$ cat src/design/mbe_pkg.sv
// ----------------------------------------------------------------------------
// mbe_pkg
// shared types, register indexes and fixed point helpers for the escape-time
// pixel engine
// ----------------------------------------------------------------------------
package mbe_pkg;

	localparam int FRACTION_BITS_DEF = 24;
	localparam int QUEUE_DEPTH_DEF   = 2;

	localparam int COORD_W = 32;
	localparam int COUNT_W = 12;
	localparam int BAIL_W  = 31;
	localparam int COL_W   = 10;
	localparam int ROW_W   = 10;
	localparam int COLOR_W = 3;
	localparam int IDX_W   = 3;
	localparam int WDATA_W = 32;

	// configuration register indexes
	typedef enum logic [IDX_W-1:0] {
		REG_REAL_ORIGIN = 3'd0,
		REG_REAL_STEP   = 3'd1,
		REG_IMAG_ORIGIN = 3'd2,
		REG_IMAG_STEP   = 3'd3,
		REG_ITER_LIMIT  = 3'd4,
		REG_BAILOUT     = 3'd5
	} reg_idx_t;

	// point c handed from the front to the iteration core
	typedef struct packed {
		logic signed [COORD_W-1:0] cr;
		logic signed [COORD_W-1:0] ci;
	} point_t;

	typedef enum logic [1:0] {
		ST_IDLE,
		ST_MUL,
		ST_UPD
	} core_state_t;

	// clamp a wide signed value to the 32-bit range
	function automatic logic signed [COORD_W-1:0] sat32(input logic signed [63:0] v);
		logic hi_same;
		hi_same = (&v[63:COORD_W-1]) | ~(|v[63:COORD_W-1]);
		if (hi_same)
			return v[COORD_W-1:0];
		else if (v[63])
			return {1'b1, {(COORD_W-1){1'b0}}};
		else
			return {1'b0, {(COORD_W-1){1'b1}}};
	endfunction

endpackage

$ cat src/design/mbe_front.sv
// ----------------------------------------------------------------------------
// mbe_front
// maps a pixel column and signed row onto the point c in fixed point
// ----------------------------------------------------------------------------
module mbe_front (
	input  logic [mbe_pkg::COL_W-1:0]          column,
	input  logic signed [mbe_pkg::ROW_W-1:0]   row,
	input  logic signed [mbe_pkg::COORD_W-1:0] real_origin,
	input  logic signed [mbe_pkg::COORD_W-1:0] real_step,
	input  logic signed [mbe_pkg::COORD_W-1:0] imag_origin,
	input  logic signed [mbe_pkg::COORD_W-1:0] imag_step,
	output mbe_pkg::point_t                    point
);

	logic signed [mbe_pkg::COL_W:0] col_s;
	logic signed [63:0]             re_sum;
	logic signed [63:0]             im_sum;

	// column is unsigned, give it a zero sign bit
	assign col_s  = {1'b0, column};
	assign re_sum = 64'(real_origin) + 64'(col_s) * 64'(real_step);
	assign im_sum = 64'(imag_origin) + 64'(row) * 64'(imag_step);

	assign point.cr = mbe_pkg::sat32(re_sum);
	assign point.ci = mbe_pkg::sat32(im_sum);

endmodule

$ cat config.mk
export PLATFORM = sky130hd
export DESIGN_NAME = mbe_front
export DESIGN_NICKNAME = d
export VERILOG_FILES = /design/src/design/mbe_pkg.sv /design/src/design/mbe_front.sv
export SDC_FILE = /design/constraint.sdc
export NUM_CORES = 2
export LEC_CHECK = 0
export ABC_CLOCK_PERIOD_IN_PS = 10600
export BUFFER_PORTS_ARGS = -buffer_cell sky130_fd_sc_hd__buf_4
export CAP_MARGIN = 20
export CORE_UTILIZATION = 63
export DETAILED_ROUTE_END_ITERATION = 7
export PLACE_DENSITY = 0.92
export SYNTH_ARGS = -nofsm -noshare
export SYNTH_HDL_FRONTEND = slang
export SYNTH_SLANG_ARGS = --single-unit
$ cat constraint.sdc
create_clock -name vclk -period 10.6
set_clock_uncertainty 0.1 [all_clocks]
set_input_delay 0 -clock vclk [all_inputs]
set_output_delay 0 -clock vclk [all_outputs]
set_load 0.005 [all_outputs]
==> results_dict.tcl <==
set metrics [dict create \
    chipWidth_um 201 \
    drt_first_pass_iters 8 \
    grt_remaining_overflow 0 \
    synthesis.yosys.warnings 0 \
    net_count_after_synthesis 3923 \
    postCtsResizedCells 0 \
    slew-limit-headroom 0.440 \
    netlist_instances 2972 \
    worstMarginPinSlew_ns 0.834 \
    grt_pass1_vias 22613 \
    layout.cells.most_common_list "sky130_fd_sc_hd__inv_1, sky130_fd_sc_hd__fa_1, sky130_fd_sc_hd__nand2_1, sky130_fd_sc_hd__buf_4, sky130_fd_sc_hd__and2_1" \
    nFlopsAndLatches 0 \
    std_cell_rows 72 \
    syn_area_per_cell_sq_um 8.38 \
    final_common_cell "sky130_fd_sc_hd__inv_1" \
    crit_path_top_delay_cell "sky130_fd_sc_hd__clkinv_1" \
    final_setup_viols 0 \
    grt_max_degree 33 \
    worstPathMaxFanout 28 \
    timing.final.crit_share 0.794 \
    synth_seq_area_share 0 \
    drt_drc_violations_left 1 \
    first_pass_grt_wire_length_um 109000 \
    floorplan.die_area_sq_um 40300 \
    grtUsageTotal 0.332 \
    cell_mode_on_critical_path "sky130_fd_sc_hd__fa_1" \
    antenna_cells 0 \
    post-cts-setup-buffer-count 0 \
    max_cap_violations 0 \
    critical_path.cell_chain "buf_4 -> clkinv_1 -> nor2_1 -> fa_1 -> fa_1 -> fa_1 -> fa_1 -> fa_1 -> ha_1 -> a21oi_1 -> o21ai_0 -> a211oi_1 -> o21ai_1 -> a31oi_1 -> xnor2_2 -> inv_2 -> or4_1 -> or4_1 -> mux2i_4 -> buf_12 -> buf_4 -> mux2_1 -> buf_4" \
    drt-total-wl_um 65200 \
    antenna_found_initial 1 \
    detail_route.wl_per_cell_um 18.4 \
    post-route-min-period_ns 8.42 \
    criticalPathCategory "in2out" \
    mappedNetlistArea_sq_um 24900 \
    worst_ep_required_time_ns 10.50 \
    worstPathArrival_ns 8.32 \
    synth_top_area_cell "sky130_fd_sc_hd__fa_1" \
    final-max-slew-violation-count 0 \
    via_count 20374 \
    final_hold_viol_count 0 \
    run_status "finished, violations left" \
    regArea_sq_um 0 \
    core_area_sq_um 38800 \
    min_path_type "in2out" \
    post_route_cells_drive_above_1_share 0.0751 \
    ys_types 62 \
    synthDominantCellAreaShare 0.497 \
    setup_total_negative_slack_ns 0 \
    fillCellCount 2891 \
    cp-end-kind "output port" \
    top_level_ports 212 \
    floorplan.die.height_um 201 \
    critical_path.startpoint_type "input pin" \
    grt_setup_unrepaired "no" \
    failing_checks "design-rule violations" \
    flow.area_growth_from_synthesis_pct 6.91 \
    cts_hold_buf 0 \
    gp_congestion 0.976 \
    post-dp-hpwl_um 54900 \
    floorplan.initialDensity 0.642 \
    placement.io_buffers 212 \
    finalNetCount 3988 \
    drtAntennaViolNets 0 \
    drt-vias-per-instance 5.73 \
    drt_iter0_markers 1308 \
    num-clock-buffers 0 \
    max_clock_freq_ghz 0.119 \
    synth.top_cells.by_area "sky130_fd_sc_hd__fa_1, sky130_fd_sc_hd__inv_1, sky130_fd_sc_hd__ha_1" \
    timing.critical_path.slowest_cell_delay_ns 0.67 \
]
-- cells by family (layout without fill, tap and decap cells) --
logic type / Yosys count / in the layout / synth area share
mux: 32 / 32 / 0.0132
fa+ha+maj: 803 / 803 / 0.589
compound gates: 297 / 297 / 0.0722
buf+inv: 912 / 975 / 0.138
xor+xnor: 88 / 88 / 0.0312
simple gates: 840 / 840 / 0.156
-- worst max-delay path: cells and delay by family --
family | cells | cell delay [ns]
adders and majority gates | 6 | 2.87
buffers and inverters | 6 | 1.76
and+or+nand+nor | 3 | 1.50
AOI/OAI and AO/OA | 5 | 1.28
muxes | 2 | 0.60
xor gates and xnor gates | 1 | 0.25
-- synthesized netlist by cell type, drive strengths merged, types with 7 or more instances --
library cell  count
nand2           487
a21oi            89
nand2b           14
inv             757
a21o             21
ha              185
nor2b             7
nand4            18
nand3            12
and3             10
nor3              8
nor2             63
a31oi            12
fa              618
clkbuf          143
xor2             38
o211ai           10
o21a              8
a211oi            8
o21ai            98
o21bai           11
buf              11
xnor2            50
mux2i            26
and2            202
-- layout make-up --
| type | count | area [sq um] | area share |
|---|---|---|---|
| inverters | 758 | 2850 | 0.107 |
| multi-input cells | 2060 | 21500 | 0.807 |
| well taps | 518 | 648 | 0.0243 |
| repair buffers | 217 | 1640 | 0.0616 |
-- path summary, 6_finish.rpt --
path | endpoint | slack, ns | from | depth (start not counted)
worst max-delay path | point[1] | 2.18 | row[9] | 23
worst min-delay path | point[32] | 0.38 | real_origin[0] | 5
-- layer usage --
metal / vias up / part of all wire / GRT usage
met1: 10257 / 0.37 / 0.418
met5: - / 0 / 0
li1: 8861 / - / -
met4: 0 / 0.039 / 0.118
met2: 1023 / 0.51 / 0.587
met3: 233 / 0.081 / 0.0445
-- per-stage QoR --
stage | area, sq um | setup WS (ns) | hold slack [ns] | cells | utilization
2_1_floorplan | 24900 | 3.85 | 0.127 | 2972 | -
3_3_place_gp | 26600 | 2.07 | 0.397 | 3552 | 0.686
3_5_place_dp | 26600 | 1.68 | 0.370 | 3552 | 0.686
4_1_cts | 26600 | 1.68 | 0.373 | 3552 | 0.686
5_1_grt | 26600 | 1.84 | 0.394 | 3553 | 0.686
6_report | 26600 | 2.18 | 0.375 | 3553 | 0.686
Power is not shown: default switching activity piles up to over one toggle a cycle in this logic, so the estimate is an artifact.
