<file path="src/design/mbe_pkg.sv">
// ----------------------------------------------------------------------------
// mbe_pkg
// shared types, register indexes and fixed point helpers for the escape-time
// pixel engine
// ----------------------------------------------------------------------------
package mbe_pkg;

	localparam int FRACTION_BITS_DEF = 24;
	localparam int QUEUE_DEPTH_DEF   = 2;

	localparam int COORD_W = 32;
	localparam int COUNT_W = 12;
	localparam int BAIL_W  = 31;
	localparam int COL_W   = 10;
	localparam int ROW_W   = 10;
	localparam int COLOR_W = 3;
	localparam int IDX_W   = 3;
	localparam int WDATA_W = 32;

	// configuration register indexes
	typedef enum logic [IDX_W-1:0] {
		REG_REAL_ORIGIN = 3'd0,
		REG_REAL_STEP   = 3'd1,
		REG_IMAG_ORIGIN = 3'd2,
		REG_IMAG_STEP   = 3'd3,
		REG_ITER_LIMIT  = 3'd4,
		REG_BAILOUT     = 3'd5
	} reg_idx_t;

	// point c handed from the front to the iteration core
	typedef struct packed {
		logic signed [COORD_W-1:0] cr;
		logic signed [COORD_W-1:0] ci;
	} point_t;

	typedef enum logic [1:0] {
		ST_IDLE,
		ST_MUL,
		ST_UPD
	} core_state_t;

	// clamp a wide signed value to the 32-bit range
	function automatic logic signed [COORD_W-1:0] sat32(input logic signed [63:0] v);
		logic hi_same;
		hi_same = (&v[63:COORD_W-1]) | ~(|v[63:COORD_W-1]);
		if (hi_same)
			return v[COORD_W-1:0];
		else if (v[63])
			return {1'b1, {(COORD_W-1){1'b0}}};
		else
			return {1'b0, {(COORD_W-1){1'b1}}};
	endfunction

endpackage

</file>
<file path="src/design/mbe_queue.sv">
// ----------------------------------------------------------------------------
// mbe_queue
// small word queue between the mapping front and the iteration core
// ----------------------------------------------------------------------------
module mbe_queue #(
	parameter int DEPTH = mbe_pkg::QUEUE_DEPTH_DEF
) (
	input  logic            clk,
	input  logic            arst_n,
	input  logic            wr,
	input  mbe_pkg::point_t wdata,
	output logic            full,
	input  logic            rd,
	output logic            valid,
	output mbe_pkg::point_t rdata
);

	localparam int AW = (DEPTH > 1) ? $clog2(DEPTH) : 1;
	localparam int FW = $clog2(DEPTH + 1);
	localparam logic [AW-1:0] LAST = AW'(DEPTH - 1);
	localparam logic [FW-1:0] FULL_CNT = FW'(DEPTH);

	mbe_pkg::point_t mem_q [DEPTH];
	logic [AW-1:0]   wptr_q;
	logic [AW-1:0]   rptr_q;
	logic [FW-1:0]   fill_q;
	logic            do_wr;
	logic            do_rd;

	assign full  = (fill_q == FULL_CNT);
	assign valid = (fill_q != '0);
	assign do_wr = wr & ~full;
	assign do_rd = rd & valid;
	assign rdata = mem_q[rptr_q];

	always_ff @(posedge clk) begin
		if (do_wr)
			mem_q[wptr_q] <= wdata;
	end

	always_ff @(posedge clk or negedge arst_n) begin
		if (!arst_n) begin
			wptr_q <= '0;
			rptr_q <= '0;
			fill_q <= '0;
		end else begin
			if (do_wr)
				wptr_q <= (wptr_q == LAST) ? '0 : wptr_q + 1'b1;
			if (do_rd)
				rptr_q <= (rptr_q == LAST) ? '0 : rptr_q + 1'b1;
			if (do_wr && !do_rd)
				fill_q <= fill_q + 1'b1;
			else if (do_rd && !do_wr)
				fill_q <= fill_q - 1'b1;
		end
	end

	a_fill_bound: assert property (@(posedge clk) disable iff (!arst_n)
		fill_q <= FULL_CNT)
		else $error("queue fill beyond depth");

endmodule

</file>
<file path="config.mk">
export PLATFORM = sky130hd
export DESIGN_NAME = mbe_queue
export DESIGN_NICKNAME = d
export VERILOG_FILES = /design/src/design/mbe_pkg.sv /design/src/design/mbe_queue.sv
export SDC_FILE = /design/constraint.sdc
export NUM_CORES = 1
export LEC_CHECK = 0
export ABC_AREA = 0
export ABC_CLOCK_PERIOD_IN_PS = 3990
export BUFFER_PORTS_ARGS = -buffer_cell sky130_fd_sc_hd__buf_2
export CORE_ASPECT_RATIO = 1.25
export CORE_MARGIN = 2
export CORE_UTILIZATION = 35
export CTS_BUF_LIST = sky130_fd_sc_hd__clkbuf_8
export DETAILED_ROUTE_END_ITERATION = 8
export SYNTH_ARGS = -nofsm -noshare
export SYNTH_HDL_FRONTEND = slang
export SYNTH_SLANG_ARGS = --single-unit
</file>
<file path="constraint.sdc">
create_clock -name clk -period 3.99 [get_ports clk]
set_input_delay 0.399 -clock clk [delete_from_list [all_inputs] [get_ports clk]]
set_output_delay 0.399 -clock clk [all_outputs]
set_load 0.02 [all_outputs]
</file>
==> load_flow_metrics.sql, run 1 <==
INSERT INTO impl_metrics (metric_group, metric, value, unit) VALUES
('critical_path', 'regToRegStartpoint', 'fill_q[0]', ''),
('global_routing', 'vias_in_the_first_global_route', '2701', ''),
('sta', 'layout_min_cycle_time', '2.68', 'ns'),
('sta', 'max_slew.worst_pin.slew', '1.17', 'ns'),
('logic_synthesis', 'post_synth_instance_area', '0.00502', 'sq mm'),
('logic_synthesis', 'synthesis.area_per_instance', '23.0', 'sq um'),
('critical_path', 'critPathCaptureType', 'output pin', ''),
('run', 'drv_cap', '0', ''),
('critical_path', 'critPathMaxStageDelay', '1.18', 'ns'),
('floorplanning', 'floorplan.rows', '48', ''),
('pwr', 'total_leakage_power', '0.00249', 'uW'),
('floorplanning', 'fp.dieArea', '0.0153', 'sq mm'),
('critical_path', 'worstRegToRegCells', '4', ''),
('global_routing', 'grt_remaining_overflow', '0', ''),
('final_layout', 'final_cell_area', '0.00632', 'sq mm'),
('detailed_routing', 'wire_per_inst', '15.5', 'um'),
('pwr', 'power_density', '772', 'mW/mm^2'),
('sta', 'final.setup_skew', '0.0101', 'ns'),
('logic_synthesis', 'ys.flop_type', 'sky130_fd_sc_hd__edfxtp_1', ''),
('sta', 'finalSetupViolCount', '0', ''),
('sta', 'hold_viol_final', '0', ''),
('floorplanning', 'fp.dieW', '111', 'um'),
('sta', 'post_route_worst_hold_slack', '0.163', 'ns'),
('logic_synthesis', 'synthTopCellsByArea', 'sky130_fd_sc_hd__edfxtp_1, sky130_fd_sc_hd__mux2_4, sky130_fd_sc_hd__mux2_2', ''),
('min_path', 'worstHoldEndpoint', 'mem_q[1][33]', ''),
('sta', 'portion_of_the_clock_cycle_consumed_by_the_worst_path_in_the_final_layout', '0.671', ''),
('detailed_routing', 'drtAntennaViolNets', '0', ''),
('sta', 'timing.final.max_slew_violations', '0', ''),
('detailed_routing', 'first_iter_violations', '61', ''),
('final_layout', 'finish.net_count', '434', ''),
('critical_path', 'worstPathRequired', '3.59', 'ns'),
('sta', 'timing.final.ws_setup', '1.31', 'ns'),
('place', 'portBuffers', '133', ''),
('sta', 'fmax', '0.373', 'GHz'),
('min_path', 'hold-path-cell-count', '1', ''),
('critical_path', 'cp.arrival', '2.28', 'ns'),
('final_layout', 'fraction_of_final_layout_cells_with_drive_strength_greater_than_1', '0.622', ''),
('logic_synthesis', 'synth_fp_nets', '287', ''),
('critical_path', 'worstReg2RegEnd', 'mem_q[0][16]', ''),
('clock_network', 'cts.htree.levels', '4', ''),
('logic_synthesis', 'yosys.area.top_type', 'sky130_fd_sc_hd__edfxtp_1', ''),
('floorplanning', 'fp.dieH', '138', 'um'),
('critical_path', 'worstPathBufferInverterCount', '1', ''),
('outcome', 'outcome', 'complete, no violations', ''),
('floorplanning', 'initial_utilization', '0.361', ''),
('clock_network', 'clock_latency', '0.42', 'ns'),
('place', 'gp_routability_congestion', '0.723', ''),
('sta', 'grt_setup_unrepaired', 'false', ''),
('clock_network', 'cts-buffers-inserted', '17', ''),
('global_routing', 'grt_start_max_net_pins', '66', ''),
('logic_synthesis', 'synthCells', '218', ''),
('critical_path', 'critPathLaunchType', 'flip-flop', ''),
('sta', 'worst_relative_slew_slack', '0.221', ''),
('critical_path', 'cell_at_the_slowest_stage_of_the_critical_path', 'sky130_fd_sc_hd__dfrtp_4', ''),
('logic_synthesis', 'ys_types', '16', ''),
('clock_network', 'clock_sinks', '132', ''),
('detailed_routing', 'vias_per_cell', '4.44', ''),
('final_layout', 'syn2layout_area_growth', '25.7', '%'),
('logic_synthesis', 'synth.yosys.warnings', '0', ''),
('clock_network', 'clock_tree.root_cell', 'sky130_fd_sc_hd__clkbuf_8', ''),
('critical_path', 'reg2reg_slack', '1.89', 'ns'),
('min_path', 'timing.hold.worst.class', 'in2reg', ''),
('clock_network', 'cts-root-to-sink-buffers', '2', ''),
('floorplanning', 'io_pins', '134', ''),
('global_routing', 'global_route.usage.total', '0.116', ''),
('detailed_routing', 'drt-total-wl', '8590', 'um'),
('detailed_routing', 'num_vias', '2465', ''),
('critical_path', 'cp_top_family', 'flip-flops', ''),
('sta', 'final.setup.tns', '0', 'ns'),
('logic_synthesis', 'synth-edff-count', '128', ''),
('place', 'detailedPlace.worstSlack', '1.75', 'ns');
-- state kept, by name, summed over array words and instances (netlist names) --
signal	count
wptr_q	1
mem_q	128
rptr_q	1
fill_q	2
-- kinds of logic after synthesis --
family                     count (synthesis)  share of synthesized area
DFF                                      132                      0.785
muxes                                     64                      0.181
buffers and inverters                      9                     0.0159
and+or+nand+nor                            7                    0.00722
xor gates and xnor gates                   5                    0.00872
adders and majority gates                  1                    0.00249
-- per-layer routing --
| layer | up-vias | GRT usage | share of wire |
|---|---|---|---|
| li1 | 1154 | - | - |
| met1 | 1215 | 0.123 | 0.38 |
| met2 | 81 | 0.204 | 0.53 |
| met3 | 15 | 0.0424 | 0.063 |
| met4 | 0 | 0.0638 | 0.028 |
| met5 | - | 0 | 0 |
-- repair_timing --
action	4_1_cts	5_1_grt
buffers inserted	0	0
hold buffers	1	0
setup endpoints to repair	0	0
hold endpoints to repair	4	0
-- cells in the final DEF (no fill, tap or decap), types with 2 or more instances in the layout --
master,Yosys,final
sky130_fd_sc_hd__dfrtp_1,4,3
sky130_fd_sc_hd__inv_1,2,2
sky130_fd_sc_hd__inv_8,0,2
sky130_fd_sc_hd__inv_6,0,4
sky130_fd_sc_hd__bufinv_16,0,3
sky130_fd_sc_hd__buf_2,1,133
sky130_fd_sc_hd__clkbuf_8,0,17
sky130_fd_sc_hd__xnor2_1,3,3
sky130_fd_sc_hd__xor2_1,2,2
sky130_fd_sc_hd__diode_2,0,2
sky130_fd_sc_hd__edfxtp_1,128,128
sky130_fd_sc_hd__mux2_4,50,50
sky130_fd_sc_hd__mux2_2,14,14
sky130_fd_sc_hd__clkinvlp_4,0,5
-- per-stage QoR --
step | total power, uW | util | instances
after floorplan | 3310 | - | 218
after global placement | 3740 | 0.422 | 520
after detailed placement | 3760 | 0.422 | 520
after CTS | 4970 | 0.453 | 553
after global routing | 5110 | 0.453 | 554
final | 4870 | 0.453 | 555
-- how the worst max path moves through the flow --
stage / startpoint / to / slack [ns] / cells after the start
finish: rptr_q / rdata[48] / 1.31 / 2
global route: rptr_q / rdata[48] / 1.21 / 2
CTS: rptr_q / rdata[48] / 1.25 / 2
detailed placement: rptr_q / rdata[48] / 1.75 / 2
global placement: rptr_q / rdata[35] / 1.76 / 2
floorplan: fill_q[0] / mem_q[0][0] / 0.20 / 3
-- power by group --
group / internal, uW / total (uW) / switching [uW]
logic: 745 / 1540 / 790
clock network: 635 / 1190 / 553
registers: 1900 / 2150 / 254
total: 3280 / 4870 / 1600
-- final cells by class --
class                           instances  area (sq um)
Fill cell                            1269          7620
Sequential cell                       132          3950
Multi-Input combinational cell         77          1010
Timing Repair Buffer                  135           696
Clock buffer                           17           234
Tap cell                              175           219
Clock inverter                         15           194
Inverter                                2          7.51
Antenna cell                            2          5.00
(Power assumes the default switching activity.)
==> inputs of run 2 (changes only) <==
- ABC_CLOCK_PERIOD_IN_PS: 3990 -> 2300
- clock period: 3.99 -> 2.3 ns (I/O delays scaled with it)
==> run 2 against run 1 <==
Wire length is 8.4% higher. Clock skew hardly changed. Critical path depth is 1 higher. Largest cell class unchanged. First-iteration DRC count is 11% lower. Critical endpoint unchanged. Power is 78% higher. Combinational power is 99% higher. Clock power is 76% higher. Global-route usage is 0.81 points higher. Sequential share of layout area is 6.3 points lower. Worst hold slack worse by 0.076 ns.
==> load_flow_metrics.sql, run 2 (same netlist as run 1, synthesis figures left out) <==
INSERT INTO impl_metrics (metric_group, metric, value, unit) VALUES
('sta', 'max_slew.worst_pin.slew', '0.395', 'ns'),
('final_layout', 'final-instance-count-excl-fill', '621', ''),
('floorplanning', 'floorplan.rows', '48', ''),
('clock_network', 'cts-root-to-sink-buffers', '2', ''),
('detailed_routing', 'wire_per_inst', '15.0', 'um'),
('sta', 'layout_min_cycle_time', '2.15', 'ns'),
('critical_path', 'timing.setup.critical_path_class', 'reg2out', ''),
('sta', 'hold_viol_final', '0', ''),
('final_layout', 'syn2layout_area_growth', '39.8', '%'),
('final_layout', 'largest_reg_flops', '128', ''),
('outcome', 'outcome', 'complete, no violations', ''),
('sta', 'timing.final.max_slew_violations', '0', ''),
('detailed_routing', 'first_pass_drt_iterations', '4', ''),
('place', 'dp_cells', '524', ''),
('final_layout', 'registers.top_by_ff_count', 'mem_q', ''),
('min_path', 'timing.hold.worst.class', 'in2reg', ''),
('clock_network', 'cts.htree.levels', '4', ''),
('clock_network', 'cts-buffers-inserted', '17', ''),
('critical_path', 'reg2reg_slack', '0.63', 'ns'),
('sta', 'grt_setup_unrepaired', 'false', ''),
('final_layout', 'highest_count_cells_in_the_layout_ignoring_fill_and_taps', 'sky130_fd_sc_hd__buf_2, sky130_fd_sc_hd__edfxtp_1, sky130_fd_sc_hd__dlygate4sd3_1', ''),
('final_layout', 'most_common_cell_after_layout_fill_and_taps_aside', 'sky130_fd_sc_hd__buf_2', ''),
('clock_network', 'cts_setup_buffers', '0', ''),
('global_routing', 'vias_in_the_first_global_route', '2906', ''),
('critical_path', 'worstPathRequired', '2.07', 'ns'),
('critical_path', 'cp.arrival', '1.92', 'ns'),
('pwr', 'power.switching', '2710', 'uW'),
('sta', 'finalSetupViolCount', '0', ''),
('detailed_routing', 'residual_drc_count', '0', ''),
('final_layout', 'fraction_of_final_layout_cells_with_drive_strength_greater_than_1', '0.522', ''),
('clock_network', 'clkSlewWorstSetupHoldPaths', '0.06', 'ns'),
('clock_network', 'clock_latency', '0.43', 'ns'),
('sta', 'fmax', '0.465', 'GHz'),
('global_routing', 'grt_remaining_overflow', '0', ''),
('global_routing', 'grt_start_max_net_pins', '65', ''),
('place', 'gp_routability_congestion', '0.686', ''),
('pwr', 'seq_power_share', '0.406', ''),
('min_path', 'hp-start', 'rd', ''),
('clock_network', 'tritoncts_clock_tree', 'yes', ''),
('sta', 'portion_of_the_clock_cycle_consumed_by_the_worst_path_in_the_final_layout', '0.936', ''),
('global_routing', 'global_route.usage.total', '0.124', ''),
('pwr', 'total_leakage_power', '0.00282', 'uW'),
('floorplanning', 'fp.dieH', '138', 'um'),
('detailed_routing', 'vias_per_cell', '4.35', ''),
('pwr', 'power_density', '1240', 'mW/mm^2'),
('final_layout', 'top_regs', 'mem_q: 128 flops, fill_q: 2 flops', ''),
('detailed_routing', 'drt-total-wl', '9310', 'um'),
('final_layout', 'finish.net_count', '502', ''),
('detailed_routing', 'drtAntennaViolNets', '0', ''),
('global_routing', 'grt_first_pass_wirelength', '14300', 'um'),
('floorplanning', 'core_region_area', '0.0139', 'sq mm'),
('detailed_routing', 'num_vias', '2704', ''),
('critical_path', 'critPathMaxFanout', '29', ''),
('critical_path', 'regToRegStartpoint', 'fill_q[0]', ''),
('global_routing', 'number_of_antenna_violations_at_the_first_check_in_global_routing', '0', ''),
('clock_network', 'clock_tree.root_cell', 'sky130_fd_sc_hd__clkbuf_8', ''),
('place', 'portBuffers', '133', ''),
('pwr', 'ir_drop', '0.669', 'mV'),
('clock_network', 'clock_sinks', '132', ''),
('critical_path', 'critPathCaptureType', 'output pin', ''),
('critical_path', 'critPathLaunchType', 'flip-flop', ''),
('detailed_routing', 'first_iter_violations', '54', ''),
('pwr', 'share_clk_of_total_power', '0.242', ''),
('run', 'drv_cap', '0', ''),
('sta', 'post_route_worst_hold_slack', '0.0863', 'ns'),
('pwr', 'power.internal', '5970', 'uW'),
('sta', 'final.setup_skew', '0.0100', 'ns'),
('floorplanning', 'initial_utilization', '0.361', ''),
('floorplanning', 'fp.dieW', '111', 'um'),
('floorplanning', 'io_pins', '134', ''),
('sta', 'final.setup.tns', '0', 'ns'),
('pwr', 'switching_power_share_of_the_total', '0.312', ''),
('sta', 'worst_relative_slew_slack', '0.737', ''),
('final_layout', 'num_antenna_cells', '0', ''),
('floorplanning', 'fp.dieArea', '0.0153', 'sq mm'),
('critical_path', 'critPathLaunch', 'rptr_q', ''),
('pwr', 'comb_power_share', '0.353', '');
-- run 2: cell count changes in the layout (fill, tap and decap cells not counted), sizes merged --
| cell | delta |
|---|---|
| dlygate4sd3 | +64 |
| buf | +4 |
| clkinv | +3 |
| clkinvlp | -3 |
| bufinv | +2 |
| diode | -2 |
| inv | -2 |
-- run 2: what timing repair did --
item	in CTS	in global routing
endpoints found under the hold margin	132	0
resized for setup	0	0
hold buffers	65	0
-- run 2: path summary, 6_finish.rpt --
kind                                end  cells past startpoint
max                           rdata[48]                      3
min reg2reg                   fill_q[1]                      1
min in group asynchronous        wptr_q                      2
min                              rptr_q                      3
max in group asynchronous        rptr_q                      2
max reg2reg                mem_q[1][27]                      3
-- run 2: layer usage --
metal / track usage / part of all wire / up-vias
li1: - / - / 1287
met1: 0.136 / 0.40 / 1311
met2: 0.217 / 0.52 / 93
met3: 0.0450 / 0.063 / 13
met4: 0.0576 / 0.016 / 0
met5: 0 / 0 / -
-- run 2: stage by stage --
stage / power [uW] / cell area (sq um) / util / setup slack [ns]
after CTS: 8830 / 7020 / 0.504 / 0.0935
after global routing: 9110 / 7020 / 0.504 / 0.0463
after global placement: 6560 / 5940 / 0.426 / 0.594
after detailed placement: 6620 / 5940 / 0.426 / 0.578
final: 8680 / 7020 / 0.504 / 0.147
after floorplan: 5730 / 5030 / - / 0.284
-- run 2: critical path, cell delays in order (launching register included) --
cell and delay (ns):
sky130_fd_sc_hd__dfrtp_4 0.66, sky130_fd_sc_hd__buf_12 0.29, sky130_fd_sc_hd__mux2_2 0.37, sky130_fd_sc_hd__buf_2 0.16
-- run 2: power by group through the flow --
stage | Sequential, uW | Clock [uW] | Combinational (uW)
floorplan | 3460 | 0 | 2270
global placement | 3550 | 0 | 3010
detailed placement | 3580 | 0 | 3040
CTS | 3530 | 2170 | 3130
global route | 3580 | 2250 | 3280
finish | 3520 | 2100 | 3060
-- run 2: final cells by class --
cell class / count / area (sq um)
clock buffers: 17 / 234
clock inverters: 15 / 198
repair buffers: 203 / 1400
inverters: 2 / 7.51
fillers: 1200 / 6910
multi-input cells: 77 / 1010
well taps: 175 / 219
flip-flops and latches: 132 / 3950
